$ cat src/hdl/double_ended_stack_allocator_core_macros.svh
// Assertion helpers shared by the allocator RTL.
`ifndef DOUBLE_ENDED_STACK_ALLOCATOR_CORE_MACROS_SVH
`define DOUBLE_ENDED_STACK_ALLOCATOR_CORE_MACROS_SVH

`ifndef SYNTH
`define DESA_ASSERT(name, clk, rst, expr) \
   name: assert property (@(posedge clk) disable iff (rst) (expr)) \
      else $error("assertion failed");
`define DESA_ASSERT_NEXT(name, clk, rst, ante, cons) \
   name: assert property (@(posedge clk) disable iff (rst) (ante) |=> (cons)) \
      else $error("assertion failed");
`else
`define DESA_ASSERT(name, clk, rst, expr)
`define DESA_ASSERT_NEXT(name, clk, rst, ante, cons)
`endif

`endif

$ cat src/hdl/desa_pkg.sv
package desa_pkg;

   localparam int ADDR_W = 17;
   localparam logic [ADDR_W-1:0] REGION_RESET = 17'd4096;

   typedef enum logic [2:0] {
      ACT_ALLOC_FRONT = 3'd0,
      ACT_ALLOC_BACK  = 3'd1,
      ACT_FREE_FRONT  = 3'd2,
      ACT_FREE_BACK   = 3'd3,
      ACT_RESET       = 3'd4
   } action_type;

   typedef enum logic [2:0] {
      ST_OK         = 3'd0,
      ST_BAD_ALIGN  = 3'd1,
      ST_NO_SPACE   = 3'd2,
      ST_SIDE_EMPTY = 3'd3,
      ST_NOT_LIFO   = 3'd4,
      ST_STACK_FULL = 3'd5
   } status_type;

   // One stack record: block start and the side's free pointer before the push.
   typedef struct packed {
      logic [ADDR_W-1:0] start;
      logic [ADDR_W-1:0] prev;
   } entry_type;

   typedef struct packed {
      logic push;
      logic pop;
      logic clr;
   } stack_cmd_type;

   typedef struct packed {
      logic empty;
      logic full;
   } stack_stat_type;

endpackage

$ cat src/hdl/double_ended_stack_allocator_core.sv
// A request is registered in the input stage and resolved into the output stage.
// Throughput: one request per cycle unless a held response stalls; free pointers
// and both stack tops update in the same cycle that a request is resolved.
// Reset (synchronous): region 4096 bytes, both sides empty, front free 0,
// back free at the region end, no request or response held.
`include "double_ended_stack_allocator_core_macros.svh"

module double_ended_stack_allocator_core #(
   parameter int REGION_MAX   = 65536,
   parameter int MAX_BLOCKS   = 64,
   parameter int HEADER_BYTES = 16,
   parameter int GUARD_BYTES  = 2
) (
   input  logic        clock,
   input  logic        reset,
   // request: tuser = action[2:0]
   input  logic        req_tvalid,
   output logic        req_tready,
   input  logic [2:0]  req_tuser,
   // tdata: size[16:0], alignment[33:17], block_address[50:34], zero pad
   input  logic [55:0] req_tdata,
   // response: tuser = status[2:0]
   output logic        rsp_tvalid,
   input  logic        rsp_tready,
   output logic [2:0]  rsp_tuser,
   // tdata: result_address[16:0], front_free_now[33:17], back_free_now[50:34]
   output logic [55:0] rsp_tdata,
   // region_size write
   input  logic        csr_valid,
   output logic        csr_ready,
   input  logic [16:0] csr_wdata
);

   localparam int AW = desa_pkg::ADDR_W;
   localparam int WW = AW + 3;
   localparam logic [WW-1:0] GB  = WW'(GUARD_BYTES);
   localparam logic [WW-1:0] HG  = WW'(HEADER_BYTES + GUARD_BYTES);
   localparam logic [24:0]   RMAX = 25'(REGION_MAX);

   // input stage
   logic          in_vld_ff, in_vld_in;
   logic [2:0]    act_ff;
   logic [AW-1:0] size_ff, align_ff, blk_ff;

   // state
   logic [AW-1:0] region_ff, region_in;
   logic [AW-1:0] front_free_ff, front_free_in;
   logic [AW-1:0] back_free_ff, back_free_in;

   // output stage
   logic                 out_vld_ff, out_vld_in;
   desa_pkg::status_type status_ff, status_in;
   logic [AW-1:0]        addr_ff, addr_in;
   logic [AW-1:0]        ffree_ff, bfree_ff;

   logic adv, go, csr_fire, req_fire;

   desa_pkg::stack_cmd_type  f_cmd, b_cmd;
   desa_pkg::stack_stat_type f_stat, b_stat;
   desa_pkg::entry_type      f_push, b_push, f_top, b_top;

   logic          align_ok;
   logic [WW-1:0] amask, ff_x, bf_x, size_x;
   logic [WW-1:0] f_base, f_pos, f_end, b_need, b_pos, b_lim;

   assign adv        = !out_vld_ff || rsp_tready;
   assign go         = in_vld_ff && adv;
   assign req_tready = !in_vld_ff || adv;
   assign req_fire   = req_tvalid && req_tready;
   assign csr_ready  = !in_vld_ff;
   assign csr_fire   = csr_valid && csr_ready;
   assign in_vld_in  = req_fire ? 1'b1 : (go ? 1'b0 : in_vld_ff);
   assign out_vld_in = go ? 1'b1 : (rsp_tready ? 1'b0 : out_vld_ff);

   always_ff @(posedge clock) begin
      if (reset) begin
         in_vld_ff  <= 1'b0;
         out_vld_ff <= 1'b0;
      end else begin
         in_vld_ff  <= in_vld_in;
         out_vld_ff <= out_vld_in;
      end
   end

   always_ff @(posedge clock) begin
      if (req_fire) begin
         act_ff   <= req_tuser;
         size_ff  <= req_tdata[16:0];
         align_ff <= req_tdata[33:17];
         blk_ff   <= req_tdata[50:34];
      end
   end

   // allocation arithmetic, wide enough that the sums do not overflow
   assign align_ok = (align_ff != '0) && ((align_ff & (align_ff - AW'(1))) == '0);
   assign amask    = {3'b000, align_ff - AW'(1)};
   assign ff_x     = {3'b000, front_free_ff};
   assign bf_x     = {3'b000, back_free_ff};
   assign size_x   = {3'b000, size_ff};
   assign f_base   = ff_x + HG;
   assign f_pos    = (f_base + amask) & ~amask;
   assign f_end    = f_pos + size_x + GB;
   assign b_need   = size_x + GB;
   assign b_pos    = (bf_x - b_need) & ~amask;
   assign b_lim    = ff_x + HG;

   assign f_push = '{start: f_pos[AW-1:0], prev: front_free_ff};
   assign b_push = '{start: b_pos[AW-1:0], prev: back_free_ff};

   always_comb begin
      region_in     = region_ff;
      front_free_in = front_free_ff;
      back_free_in  = back_free_ff;
      status_in     = desa_pkg::ST_OK;
      addr_in       = '0;
      f_cmd         = '0;
      b_cmd         = '0;
      if (csr_fire) begin
         region_in     = ({8'b0, csr_wdata} > RMAX) ? RMAX[AW-1:0] : csr_wdata;
         front_free_in = '0;
         back_free_in  = region_in;
         f_cmd.clr     = 1'b1;
         b_cmd.clr     = 1'b1;
      end else if (go) begin
         case (act_ff)
            desa_pkg::ACT_ALLOC_FRONT: begin
               if (!align_ok) begin
                  status_in = desa_pkg::ST_BAD_ALIGN;
               end else if (f_end > bf_x) begin
                  status_in = desa_pkg::ST_NO_SPACE;
               end else if (f_stat.full) begin
                  status_in = desa_pkg::ST_STACK_FULL;
               end else begin
                  f_cmd.push    = 1'b1;
                  front_free_in = f_end[AW-1:0];
                  addr_in       = f_pos[AW-1:0];
               end
            end
            desa_pkg::ACT_ALLOC_BACK: begin
               if (!align_ok) begin
                  status_in = desa_pkg::ST_BAD_ALIGN;
               end else if ((bf_x < b_need) || (b_pos < b_lim)) begin
                  status_in = desa_pkg::ST_NO_SPACE;
               end else if (b_stat.full) begin
                  status_in = desa_pkg::ST_STACK_FULL;
               end else begin
                  b_cmd.push   = 1'b1;
                  back_free_in = AW'(b_pos - HG);
                  addr_in      = b_pos[AW-1:0];
               end
            end
            desa_pkg::ACT_FREE_FRONT: begin
               if (f_stat.empty) begin
                  status_in = desa_pkg::ST_SIDE_EMPTY;
               end else if (f_top.start != blk_ff) begin
                  status_in = desa_pkg::ST_NOT_LIFO;
               end else begin
                  f_cmd.pop     = 1'b1;
                  front_free_in = f_top.prev;
               end
            end
            desa_pkg::ACT_FREE_BACK: begin
               if (b_stat.empty) begin
                  status_in = desa_pkg::ST_SIDE_EMPTY;
               end else if (b_top.start != blk_ff) begin
                  status_in = desa_pkg::ST_NOT_LIFO;
               end else begin
                  b_cmd.pop    = 1'b1;
                  back_free_in = b_top.prev;
               end
            end
            desa_pkg::ACT_RESET: begin
               f_cmd.clr     = 1'b1;
               b_cmd.clr     = 1'b1;
               front_free_in = '0;
               back_free_in  = region_ff;
            end
            default: begin
            end
         endcase
      end
   end

   always_ff @(posedge clock) begin
      if (reset) begin
         region_ff     <= desa_pkg::REGION_RESET;
         front_free_ff <= '0;
         back_free_ff  <= desa_pkg::REGION_RESET;
      end else begin
         region_ff     <= region_in;
         front_free_ff <= front_free_in;
         back_free_ff  <= back_free_in;
      end
   end

   always_ff @(posedge clock) begin
      if (go) begin
         status_ff <= status_in;
         addr_ff   <= addr_in;
         ffree_ff  <= front_free_in;
         bfree_ff  <= back_free_in;
      end
   end

   desa_stack #(.MAX_BLOCKS(MAX_BLOCKS)) u_front (
      .clock      (clock),
      .reset      (reset),
      .cmd        (f_cmd),
      .push_entry (f_push),
      .top_entry  (f_top),
      .stat       (f_stat)
   );

   desa_stack #(.MAX_BLOCKS(MAX_BLOCKS)) u_back (
      .clock      (clock),
      .reset      (reset),
      .cmd        (b_cmd),
      .push_entry (b_push),
      .top_entry  (b_top),
      .stat       (b_stat)
   );

   assign rsp_tvalid = out_vld_ff;
   assign rsp_tuser  = status_ff;
   assign rsp_tdata  = {5'b00000, bfree_ff, ffree_ff, addr_ff};

   `DESA_ASSERT(a_sides_ordered, clock, reset, front_free_ff <= back_free_ff)
   `DESA_ASSERT(a_refused_zero, clock, reset,
                !out_vld_ff || (status_ff == desa_pkg::ST_OK) || (addr_ff == '0))
   `DESA_ASSERT_NEXT(a_csr_clears, clock, reset, csr_fire,
                     (front_free_ff == '0) && (back_free_ff == region_ff))

endmodule

$ cat src/hdl/desa_stack.sv
`include "double_ended_stack_allocator_core_macros.svh"

module desa_stack #(
   parameter int MAX_BLOCKS = 64
) (
   input  logic                       clock,
   input  logic                       reset,
   input  desa_pkg::stack_cmd_type    cmd,
   input  desa_pkg::entry_type        push_entry,
   output desa_pkg::entry_type        top_entry,
   output desa_pkg::stack_stat_type   stat
);

   localparam int CNT_W = $clog2(MAX_BLOCKS + 1);
   localparam int IDX_W = (MAX_BLOCKS > 1) ? $clog2(MAX_BLOCKS) : 1;

   // Top entry lives in flops; entries below it live in the memory.
   desa_pkg::entry_type mem [MAX_BLOCKS];

   logic [CNT_W-1:0]    count_ff, count_in;
   desa_pkg::entry_type top_ff, top_in;
   desa_pkg::entry_type below_ff;
   logic [CNT_W-1:0]    wr_full, rd_full;
   logic [IDX_W-1:0]    wr_addr, rd_addr;
   logic                empty, full, wr_en;

   assign empty = (count_ff == '0);
   assign full  = (count_ff >= CNT_W'(MAX_BLOCKS));
   assign stat  = '{empty: empty, full: full};
   assign top_entry = top_ff;

   always_comb begin
      count_in = count_ff;
      top_in   = top_ff;
      if (cmd.clr) begin
         count_in = '0;
      end else if (cmd.push) begin
         count_in = count_ff + CNT_W'(1);
         top_in   = push_entry;
      end else if (cmd.pop) begin
         count_in = count_ff - CNT_W'(1);
         top_in   = below_ff;
      end
   end

   assign wr_en   = cmd.push && !cmd.clr && !empty;
   assign wr_full = count_ff - CNT_W'(1);
   assign wr_addr = wr_full[IDX_W-1:0];
   // below_ff tracks the entry under the next top
   assign rd_full = count_in - CNT_W'(2);
   assign rd_addr = rd_full[IDX_W-1:0];

   always_ff @(posedge clock) begin
      if (reset) begin
         count_ff <= '0;
      end else begin
         count_ff <= count_in;
      end
   end

   always_ff @(posedge clock) begin
      top_ff <= top_in;
   end

   always_ff @(posedge clock) begin
      if (wr_en) begin
         mem[wr_addr] <= top_ff;
      end
      if (wr_en && (wr_addr == rd_addr)) begin
         below_ff <= top_ff;
      end else begin
         below_ff <= mem[rd_addr];
      end
   end

   `DESA_ASSERT(a_count_range, clock, reset, count_ff <= CNT_W'(MAX_BLOCKS))
   `DESA_ASSERT(a_push_pop_excl, clock, reset, !(cmd.push && cmd.pop))
   `DESA_ASSERT(a_pop_nonempty, clock, reset, !cmd.pop || !empty)
   `DESA_ASSERT_NEXT(a_clr_empties, clock, reset, cmd.clr, count_ff == '0)

endmodule
$ cat config.mk
export PLATFORM = sky130hd
export DESIGN_NAME = double_ended_stack_allocator_core
export DESIGN_NICKNAME = d
export VERILOG_FILES = /design/src/hdl/desa_pkg.sv /design/src/hdl/double_ended_stack_allocator_core.sv /design/src/hdl/desa_stack.sv
export VERILOG_INCLUDE_DIRS = /design/src /design/src/hdl
export SDC_FILE = /design/constraint.sdc
export NUM_CORES = 2
export LEC_CHECK = 0
export BUFFER_PORTS_ARGS = -buffer_cell sky130_fd_sc_hd__buf_2
export CAP_MARGIN = 20
export CELL_PAD_IN_SITES_DETAIL_PLACEMENT = 1
export CELL_PAD_IN_SITES_GLOBAL_PLACEMENT = 2
export CORE_ASPECT_RATIO = 0.75
export CORE_MARGIN = 3
export CORE_UTILIZATION = 53
export DETAILED_ROUTE_END_ITERATION = 8
export GPL_TIMING_DRIVEN = 0
export PLACE_DENSITY_LB_ADDON = 0.1
export SLEW_MARGIN = 15
export SYNTH_ARGS = -nofsm -noshare
export SYNTH_HDL_FRONTEND = slang
export SYNTH_HIERARCHICAL = 1
export SYNTH_MEMORY_MAX_BITS = 65536
export SYNTH_SLANG_ARGS = --single-unit
$ cat constraint.sdc
create_clock -name clock -period 30.2 [get_ports clock]
set_input_delay 6.04 -clock clock [delete_from_list [all_inputs] [get_ports clock]]
set_output_delay 6.04 -clock clock [all_outputs]
set_load 0.02 [all_outputs]
==> impl_results.md <==
* I/O pins at about 140
* Hold_buf cts at 0
* Clk slew on worst S/H paths at approximately 0.07 ns
* First-pass GRT wire length at 833000 µm
* Die Y at 516 µm
* Sw Share at 0.205
* Design area at ~210000 µm²
* Drt first pass iters at 6
* Post-CTS resize count at 0
* Primary FF master, synth: edfxtp_1
* WP data arrival at 13.44 ns
* Internal power at around 10 mW
* Max-cap violation count at 0
* Row cnt at 186
* DRT antenna net count at 0
* Gr ovfl total at 0
* Root buffer cell: clkbuf_16
* Worst slew margin at 0.109
* Seq cells post-synth at about 4.6k
* Post-synth ARST share at 0
* Mean post-synth cell area at 19.0 µm²
* Area Overhead vs Synth at 16.5%
* Power Total at about 13 mW
* Power density of the placed cells at 60.1 nW/µm²
* Vias in the first global route at 104k
* CORE AREA at 343000 µm²
* Port Buffer Count at roughly 130
* Via Count at 105k
* Most area-hungry cell type in the Yosys netlist: edfxtp_1
* Latest clock arrival within the worst-skew pair at 1.01 ns
* Crit share post-route at 0.423
* Ys Warns at 6
* Starting Density at 0.534
* Cts bufs inserted at 434
* Maximum root-to-sink buffer count at 4
* Logic gate share of total power at 0.020
* Detailed Place HPWL at 434000 µm
* Outcome: complete, no violations
* Clock sinks at roughly 4.6k
* Critical path peak fanout at 19
* Antenna violations before repair at 50
* Final-report max-slew violation count at 0
* Largest net degree at the start of global routing at between 50 and 60
* Final hold vios at 0
* Placer Congestion at between 0.9 and 1
* Worst path slowest cell: nor2_4
* Iteration-0 DRC Markers at 16.1k
* Synth cell types at roughly 110
* Crit path required time at 30.87 ns
* Share of layout cells above drive strength 1 at 0.235
* Worst Tran Pin Value at 1.32 ns
* Net count, final at 10.9k
* Max Clk Rate at between 70 and 80 MHz
* Leak pwr at 71.7 nW
* CP Capture Type: register
* Total GRT Usage at 0.338
* Final setup vio count at 0
* Clock share of power at 0.439
* Final min period at 12.78 ns
* Yosys top cell area share at 0.741
* Sequential share of power at 0.541
* RSZ-0062 raised after global routing: no
* Worst path max stage delay at 0.94 ns
* Commonest non-fill, non-tap cells in the layout: edfxtp_1 (4528), mux4_2 (697), mux2i_1 (595)
* CP startpoint kind: register
* CTS tree: built
* Synth top area cells: edfxtp_1 (74%), mux4_2 (8.6%), mux2i_1 (3.3%)
* Crit path top cell by count: ha_1
* # Post-CTS Setup Buffers at 0
* Worst VDD drop at 0.0000535 V
* Register area share after synthesis at 0.749
* Vias per inst at roughly 6.7
* # fillers at 29.0k
* Post-Route Setup TNS at 0 ns
* Die Wd at 686 µm
* Placed Area at around 200000 µm²
* Netlist Area Pre-Place at ~180000 µm²
* P_sw at 2.63 mW
* Commonest non-fill, non-tap cell in the layout: edfxtp_1
* Min-Delay Path Class: reg -> reg
* H-Tree Depth at 5
* Number of flops mapped to enable cells by yosys at 4528
* DR WL/cell at 38.3 µm
* DRC Markers at 0
* CP Class: reg -> reg
* Die ar. at 354000 µm²
* Final WL at 601000 µm
* Post-synthesis instance total at 9676
* Setup Skew at 0.0603 ns
==> worst max-delay path: cells and delay by family (launching register included) <==
kind / cells / cell delay (ns)
AND/OR/NAND/NOR: 9 / 4.91
AO/OA/AOI/OAI: 9 / 2.43
flip-flops: 1 / 0.70
adder cells (fa/ha/maj): 6 / 1.73
XOR/XNOR: 2 / 0.93
buffers and inverters: 6 / 1.69
==> final cells by class <==
type                            count  area (µm²)  share of cell area
Clock buffer                      527       11400              0.0535
Inverter                           95         359             0.00168
Multi-Input combinational cell   4425       44100               0.206
Clock inverter                    286        3160              0.0148
Sequential cell                  4607      138000               0.643
Buffer                            553        2860              0.0133
Tap cell                         4606        5760              0.0269
Timing Repair Buffer              549        8610              0.0403
Antenna cell                       31        77.6            0.000363
==> flip-flops by register name, indices dropped and copies added, names as in the netlist, 7 cells and up, named ones only <==
name,flops
u_back/mem,2176
u_back/count_ff,7
u_back/top_entry,34
u_front/count_ff,7
blk_ff,17
addr_ff,17
size_ff,17
u_front/mem,2176
align_ff,17
front_free_ff,17
ffree_ff,17
back_free_ff,17
u_front/top_entry,34
region_ff,17
bfree_ff,17
==> cells by family after synthesis <==
logic type,synth area share
DFF,0.749
and+or+nand+nor,0.0341
other,0.0000204
xor gates and xnor gates,0.00648
buffers and inverters,0.0175
AOI/OAI and AO/OA,0.0570
adders and majority gates,0.00851
muxes,0.127
==> cell usage after synthesis (11+ instances only) <==
library cell	number
a2111oi_2	33
a211o_1	36
a211oi_1	180
a21o_1	20
a21oi_1	280
a221o_1	15
a221oi_1	39
a22oi_1	325
a31oi_1	45
a32oi_1	11
and2_1	23
and3_1	16
buf_1	14
buf_2	228
buf_4	52
buf_6	37
clkbuf_1	217
dfxtp_1	79
edfxtp_1	4528
ha_1	120
inv_1	94
mux2_2	106
mux2i_1	597
mux4_1	17
mux4_2	697
nand2_1	296
nand2b_1	39
nand3_1	48
nand4_1	17
nor2_1	409
nor2b_1	127
nor3_1	88
nor4_1	90
o211ai_1	48
o21ai_0	136
o21ai_1	44
o221ai_1	75
o22ai_1	106
or2_2	16
or3_1	16
xnor2_1	52
xor2_1	76
==> power by group through the flow <==
| stage | Combinational, mW | Sequential, mW | Clock (mW) |
|---|---|---|---|
| global route | 0.269 | 6.95 | 5.98 |
| CTS | 0.247 | 6.95 | 5.71 |
| detailed placement | 0.245 | 7.09 | 0 |
| floorplan | 0.140 | 7.07 | 0 |
| global placement | 0.236 | 7.09 | 0 |
| finish | 0.253 | 6.95 | 5.64 |
==> layer usage <==
layer / vias up / track usage / part of all wire
met5: - / 0 / 0.00019
met4: 16 / 0.104 / 0.034
met3: 862 / 0.113 / 0.13
met2: 6160 / 0.474 / 0.42
met1: 56079 / 0.505 / 0.41
li1: 41870 / - / -
==> per-stage QoR <==
stage / util / setup slack, ns / hold WS [ns] / cells
global placement: 0.553 / 15.15 / 0.446 / 14418
detailed placement: 0.580 / 17.50 / 0.452 / 14826
finish: 0.623 / 17.42 / 0.464 / 15679
CTS: 0.622 / 17.49 / 0.461 / 15639
global route: 0.623 / 16.81 / 0.496 / 15650
floorplan: - / 17.77 / 0.436 / 9680
==> final timing paths <==
path	from	endpoint	slack, ns	cells past startpoint
worst max-delay path	align_ff[0]	u_front/mem[27][5]	17.42	32
worst min-delay path	region_ff[8]	region_ff[8]	0.46	2
worst max register to register	align_ff[0]	u_front/mem[27][5]	17.42	32
worst min register to register	region_ff[8]	region_ff[8]	0.46	2
No activity file was read; power rests on OpenSTA's default activity.
